## config.mk

```make
export PLATFORM = sky130hd
export DESIGN_NAME = tgrs_cell
export DESIGN_NICKNAME = d
export VERILOG_FILES = /design/src/hw/rtl/tgrs_pkg.sv /design/src/hw/rtl/tgrs_cell.sv
export SDC_FILE = /design/constraint.sdc
export NUM_CORES = 1
export LEC_CHECK = 0
export ABC_CLOCK_PERIOD_IN_PS = 14050
export BUFFER_PORTS_ARGS = -buffer_cell sky130_fd_sc_hd__buf_4
export CAP_MARGIN = 5
export CELL_PAD_IN_SITES_DETAIL_PLACEMENT = 1
export CELL_PAD_IN_SITES_GLOBAL_PLACEMENT = 1
export CORE_ASPECT_RATIO = 0.5
export CORE_UTILIZATION = 36
export CTS_CLUSTER_DIAMETER = 150
export DETAILED_ROUTE_END_ITERATION = 10
export MAX_ROUTING_LAYER = met4
export PLACE_DENSITY = 0.84
export SYNTH_ARGS = -nofsm -noshare
export SYNTH_HDL_FRONTEND = slang
export SYNTH_SLANG_ARGS = --single-unit
```

## constraint.sdc

```tcl
create_clock -name clk -period 14.05 [get_ports clk]
set_clock_uncertainty 0.1 [all_clocks]
set_input_delay 1.405 -clock clk [delete_from_list [all_inputs] [get_ports clk]]
set_output_delay 1.405 -clock clk [all_outputs]
set_load 0.05 [all_outputs]
```

## src/hw/rtl/tgrs_pkg.sv

```systemverilog
package tgrs_pkg;

  localparam int MAX_ROWS_DEF = 64;
  localparam int KEY_W = 32;
  localparam int TAG_W = 16;
  localparam int TOL_W = 31;
  // 0.1 in Q15.16, rounded to nearest
  localparam logic [TOL_W-1:0] TOL_RESET = 31'd6554;

  typedef enum logic [1:0] {
    ST_LOAD,
    ST_MARK,
    ST_SORT,
    ST_EMIT
  } state_t;

  typedef enum logic [2:0] {
    CELL_HOLD,
    CELL_LOAD,
    CELL_MARK,
    CELL_SWAP,
    CELL_SHIFT
  } cell_op_t;

  typedef struct packed {
    cell_op_t         op;
    logic             parity;
    logic [TOL_W-1:0] tol;
  } cell_ctl_t;

endpackage

```

## src/hw/rtl/tgrs_cell.sv

```systemverilog
module tgrs_cell #(
  parameter int IW  = 6,
  parameter int IDX = 0
) (
  input  logic                              clk,
  input  logic                              rst_n,
  input  tgrs_pkg::cell_ctl_t               ctl,
  // new row on load
  input  logic signed [tgrs_pkg::KEY_W-1:0] new_p,
  input  logic signed [tgrs_pkg::KEY_W-1:0] new_s,
  input  logic        [tgrs_pkg::TAG_W-1:0] new_tag,
  input  logic        [IW-1:0]              new_idx,
  // left neighbor
  input  logic                              l_valid,
  input  logic signed [tgrs_pkg::KEY_W-1:0] l_p,
  input  logic signed [tgrs_pkg::KEY_W-1:0] l_s,
  input  logic        [tgrs_pkg::TAG_W-1:0] l_tag,
  input  logic        [IW-1:0]              l_idx,
  input  logic                              l_ins,
  input  logic                              l_swap,
  // right neighbor
  input  logic                              r_valid,
  input  logic signed [tgrs_pkg::KEY_W-1:0] r_p,
  input  logic signed [tgrs_pkg::KEY_W-1:0] r_s,
  input  logic        [tgrs_pkg::TAG_W-1:0] r_tag,
  input  logic        [IW-1:0]              r_idx,
  input  logic                              r_start,
  // own contents
  output logic                              valid_r,
  output logic signed [tgrs_pkg::KEY_W-1:0] p_r,
  output logic signed [tgrs_pkg::KEY_W-1:0] s_r,
  output logic        [tgrs_pkg::TAG_W-1:0] tag_r,
  output logic        [IW-1:0]              idx_r,
  output logic                              start_r,
  output logic                              ins,
  output logic                              swap
);

  logic [tgrs_pkg::KEY_W:0] diff;
  logic                     after_r;

  // new row goes ahead of this cell's row
  assign ins = !valid_r || (p_r > new_p);

  // this row must follow the right one inside a group
  assign after_r = (s_r > r_s) || ((s_r == r_s) && (idx_r > r_idx));
  assign swap = (ctl.op == tgrs_pkg::CELL_SWAP) && (IDX % 2 == int'(ctl.parity))
                && valid_r && r_valid && !r_start && after_r;

  assign diff = {p_r[tgrs_pkg::KEY_W-1], p_r} - {l_p[tgrs_pkg::KEY_W-1], l_p};

  // hold control state
  always_ff @(posedge clk) begin
    if (!rst_n) begin
      valid_r <= 1'b0;
    end else begin
      case (ctl.op)
        tgrs_pkg::CELL_LOAD: begin
          if (l_ins) valid_r <= l_valid;
          else if (ins) valid_r <= 1'b1;
        end
        tgrs_pkg::CELL_SHIFT: valid_r <= r_valid;
        default: ;
      endcase
    end
  end

  // move payload
  always_ff @(posedge clk) begin
    case (ctl.op)
      tgrs_pkg::CELL_LOAD: begin
        if (l_ins) begin
          p_r <= l_p; s_r <= l_s; tag_r <= l_tag; idx_r <= l_idx;
        end else if (ins) begin
          p_r <= new_p; s_r <= new_s; tag_r <= new_tag; idx_r <= new_idx;
        end
      end
      tgrs_pkg::CELL_MARK: begin
        start_r <= (IDX == 0) || (diff >= {2'b00, ctl.tol});
      end
      tgrs_pkg::CELL_SWAP: begin
        if (swap) begin
          p_r <= r_p; s_r <= r_s; tag_r <= r_tag; idx_r <= r_idx;
        end else if (l_swap) begin
          p_r <= l_p; s_r <= l_s; tag_r <= l_tag; idx_r <= l_idx;
        end
      end
      tgrs_pkg::CELL_SHIFT: begin
        p_r <= r_p; s_r <= r_s; tag_r <= r_tag; idx_r <= r_idx;
        start_r <= r_start;
      end
      default: ;
    endcase
  end

endmodule

```

# [Word level (Yosys, flattened, before mapping)]
# Index checks and enable logic that the tools add are counted.
[op_classes] n_lt_le_gt_ge=3 eq_ne=7 mux=24 bitwise_logic=1 reduce_logical=15
[op_table] op="32-bit two-way mux" count=8
[op_table] op="32-bit one-hot mux with 3 select lines" count=2
[op_table] op="32-bit > comparator" count=2
[op_table] op="16-bit two-way mux" count=4
[op_table] op="16-bit one-hot mux with 3 select lines" count=1
[op_table] op="32-bit equality test" count=1
[op_table] op="6-bit two-way mux" count=4
[op_table] op="6-bit one-hot mux with 3 select lines" count=1
[op_table] op="3-bit by 2-bit equality test with 1-bit output (second input constant)" count=2
[op_table] op="6-bit > comparator" count=1
[op_table] op="1-bit logical AND" count=6
[op_table] op="3-bit != test (second input constant)" count=2
[op_table] op="1-bit one-hot mux with 2 select lines" count=2
[op_table] op="2-bit nonzero test" count=2
[op_table] op="3-bit by 1-bit equality test with 1-bit output (second input constant)" count=1
[op_table] op="3-bit equality test (second input constant)" count=1
[op_table] op="3-bit AND reduction" count=1
[op_table] op="3-bit nonzero test" count=1
[op_table] op="1-bit logical NOT" count=2
[op_table] op="1-bit logical OR" count=2
[op_table] op="1-bit two-way mux" count=2
[op_table] op="2-bit AND reduction" count=1
[op_table] op="1-bit NOT" count=1
[word_totals] regBits=88 in_bits=300 out_inout_bits=90 word_cells=56

# [Longest topological paths before layout]
[logic_depth] depth_word=8 ltp_mapped=12 ltp_nobuf=9

# [Least setup slack after synthesis]
# OpenSTA, ideal clock, no wires.
[synth_path] path_kind="input to register" start="input r_s[14] (netlist bit)" end="register idx_r[0] (enable)" setup_ps=571 arrival_ps=7912 t_required_ps=13379 path_slack_ps=5467 stages=11 n_path_buf=2 path_cell_list="inv_1 ha_1 nand4_2 nor4_2 a21boi_2 o31ai_1 or3_1 buf_2 buf_6 nand2_1 a2bb2oi_1"
[synth_between] elab_chain_cells=6 word_cells_on_any_way=7 cone_classes="order compare: 1; eq/ne: 2; reduce/logical: 4"
[synth_rtl] element="start: declaration" line_no="tgrs_cell.sv:24" source="input logic signed [tgrs_pkg::KEY_W-1:0] r_s,"
[synth_rtl] element="parallel branches: the longest is 2 deep, another holds 32-bit > comparator"
[synth_rtl] element="1-bit logical OR (*)" line_no="tgrs_cell.sv:46" source="assign after_r = (s_r > r_s) || ((s_r == r_s) && (idx_r > r_idx));"
[synth_rtl] element="1-bit logical AND (*)" line_no="tgrs_cell.sv:48" source="&& valid_r && r_valid && !r_start && after_r;"
[synth_rtl] element="net swap" line_no="tgrs_cell.sv:36" source="output logic swap"
[synth_rtl] element="3-bit != test (no line) (*)"
[synth_rtl] element="3-bit AND reduction (no line) (*)"
[synth_rtl] element="end signal: assignment" line_no="tgrs_cell.sv:73" source="p_r <= l_p; s_r <= l_s; tag_r <= l_tag; idx_r <= l_idx;"
[synth_rtl] element="end signal: assignment" line_no="tgrs_cell.sv:75" source="p_r <= new_p; s_r <= new_s; tag_r <= new_tag; idx_r <= new_idx;"
[synth_rtl] element="end signal: assignment" line_no="tgrs_cell.sv:83" source="p_r <= r_p; s_r <= r_s; tag_r <= r_tag; idx_r <= r_idx;"
[synth_rtl] element="end: declaration" line_no="tgrs_cell.sv:33" source="output logic [IW-1:0] idx_r,"
# Mark *: on every way through the listed nets, which the timed path passes.
# A chain may end at the register's enable or synchronous reset.

# [Worst setup path after layout]
[layout_path] start="input r_s[14] (netlist bit)" end="output swap"
[layout_between] elab_chain_cells=4 word_cells_on_any_way=5 cone_classes="order compare: 1; eq/ne: 1; reduce/logical: 3"
[layout_rtl] element="parallel branches: the longest is 2 deep, another holds 32-bit > comparator"
[layout_rtl] element="1-bit logical OR (*)" line_no="tgrs_cell.sv:46"
[layout_rtl] element="1-bit logical AND (*)" line_no="tgrs_cell.sv:48"
[layout_rtl] element="end: declaration" line_no="tgrs_cell.sv:36"
# Every way passes the cells marked *.

==> run summary <==
Die Wd - 206 µm
detailed placement HPWL - 21.7 mm
most common cell after layout, fill and taps aside - buf_4
startpoint types - input port
IO buf count - 358
vias per cell - 5.69
Critical-path top delay cell - or3_4
worst-path maximum fanout - 44
Setup Fix Bufs, Post-CTS - 0
CTS resizes - 0
clk buf depth - 2
WL final - 29.9 mm
delay of the slowest critical-path stage - 0.64 ns
hold slack final - 0.666 ns
Rel. slew slack - 20.5%
crit path buf inv count - 3
initial DRC count - 441
Mean Syn Cell Area - 9.42 µm²
core area - 19900 µm²
via count - 7804
DRC Markers - 0
CTS tree - done
htree depth - 3
vias in the first global route - 8205
worst vdd ir - 0.0000552 V
GRT Residual Overflow - 0
Async S/R FF share, synth - 0%
fmax - 179 MHz
number of flops mapped to enable cells by yosys - 87
CP arrival - 4.09 ns
register area share after synthesis - 35.3%
cell chain of the critical path - buf_4 > inv_1 > ha_1 > a21oi_1 > nand2_1 > a211o_1 > o31ai_1 > or3_4 > nand2_1 > buf_4
layout cells sized above 1 - 38.3%
CTS root buf - clkbuf_16
final number of max-transition violations - 0
Layout area overhead - 42.4%
Slew @ Worst Pin - 1.19 ns
critical setup path kind - in2out
critical path endpoint category - output pin
Final GP Congestion - 0.876
IO Count - 390
RSZ-0062 raised after global routing - no
Syn. warnings - 0
Worst EP required - 12.55 ns
First-pass DRT Iterations - 5
status - complete, no violations
largest net degree at the start of global routing - 91
ys flop type - edfxtp_1
Total Power - 0.000908 W
final setup vio count - 0
Hold Fails Final Rpt - 0
HP Class - reg2reg
fin nets - 1471
Tot GR Track Use - 28.6%
Final Cycle Share - 39.8%
insertion delay to the later sink of the worst-skew pair - 0.36 ns
cts bufs inserted - 9
Syn Inst Count - 791
die area - 21300 µm²
starting density of the core - 37.5%
Mapped Area - 7450 µm²
Lkg Pwr - 5.03 nW
initial antenna violation count - 0
post-route ant nets - 0
Final TNS setup - 0 ns
max cap viols - 0
CTS clk-pin slew, worst paths - 0.07 ns
Power per Cell Area - 85.5 nW/µm²
Syn Nets - 1161
row count - 36
Util after Layout - 53.4%
Tmin final - 5.59 ns
Netlist cell types - 49
# hold bufs at CTS - 0
Setup WS post-layout - 8.46 ns
first-pass GRT wire length - 45.7 mm
routed length per instance - 21.8 µm
antenna diode count - 0
Synth Register Bits - 88
CTS sink count - 88
commonest cells after routing, fill and taps aside - buf_4, nand2_1, o31ai_1, and2_1, edfxtp_1
Post-Place Worst Slack - 8.45 ns
crit-path leading delay family - simple AND/OR/NAND/NOR gates
chip height - 104 µm
[registers in the layout (all words and copies together) (netlist names)]
name     cells
s_r         32
start_r      1
p_r         32
idx_r        6
valid_r      1
tag_r       16
[cell families (layout without fill, tap and decap cells)]
| kind of cell | after synthesis | in the layout | synth area share [%] |
|---|---|---|---|
| DFF | 88 | 88 | 35.3 |
| adders and majority gates | 70 | 70 | 11.7 |
| xor gates and xnor gates | 1 | 1 | 0.118 |
| and+or+nand+nor | 253 | 253 | 17.6 |
| buffers and inverters | 144 | 459 | 8.21 |
| AOI/OAI and AO/OA | 235 | 235 | 27.0 |
[cells in the mapped netlist (2+ instances only)]
master | count | area [µm²]
nand2_1 | 107 | 402
o31ai_1 | 88 | 661
and2_1 | 87 | 544
edfxtp_1 | 87 | 2610
inv_1 | 77 | 289
ha_1 | 70 | 876
a41oi_1 | 56 | 490
clkbuf_1 | 39 | 146
a41oi_2 | 30 | 488
a21oi_1 | 24 | 120
o21ai_0 | 13 | 65.1
buf_2 | 12 | 60.1
nor2_1 | 11 | 41.3
nand4_1 | 10 | 62.6
nand2b_1 | 7 | 43.8
buf_1 | 6 | 22.5
nand3_1 | 6 | 30.0
a211oi_1 | 5 | 37.5
buf_6 | 5 | 56.3
nor2b_1 | 5 | 31.3
buf_4 | 4 | 30.0
a21o_1 | 3 | 22.5
a31oi_1 | 3 | 18.8
and3_1 | 3 | 18.8
nor3_1 | 3 | 15.0
nor4_1 | 3 | 18.8
nor4_2 | 3 | 37.5
a211o_1 | 2 | 17.5
o211ai_1 | 2 | 15.0
[stage by stage]
step | cells | cell area (µm²)
3_5_place_dp | 1356 | 10300
5_1_grt | 1372 | 10600
4_1_cts | 1372 | 10600
6_report | 1372 | 10600
2_1_floorplan | 791 | 7450
3_3_place_gp | 1356 | 10300
[per-layer routing]
layer,GRT usage (%),share of wire (%),vias to the layer above
met2,48.7,51,262
met4,10.5,3.3,0
met5,-,0,-
met3,4.15,4.7,61
li1,-,-,3595
met1,34.0,41,3886
[worst register-to-register path, cell delays in order (launching register included)]
cell,delay [ns]
edfxtp_1,0.47
ha_1,0.40
nand4_1,0.22
nor4_2,0.39
o21a_1,0.15
o31ai_1,0.12
or3_4,0.65
nand2_1,0.27
a2bb2oi_4,0.17
buf_4,0.61
[final cells by class]
type | count | area, µm²
multi-input cells | 559 | 4280
inverters | 77 | 289
clock inverters | 2 | 60.1
well taps | 266 | 333
fillers | 2336 | 9250
repair buffers | 366 | 2750
flip-flops and latches | 88 | 2630
clock buffers | 14 | 274
[final timing paths]
kind | startpoint | to | slack [ns] | cells past startpoint
min | valid_r | valid_r | 0.67 | 3
max reg2reg | s_r[31] | idx_r[1] | 10.09 | 9
min reg2reg | valid_r | valid_r | 0.67 | 3
max | r_s[14] | swap | 8.46 | 10
[power by group]
part,total [W],internal [W],switching [W]
Combinational,0.000298,0.000126,0.000173
Clock,0.000282,0.000171,0.000111
Sequential,0.000327,0.000316,0.0000109
Total,0.000908,0.000613,0.000294
Note: power is estimated with default switching activity, not from simulation.
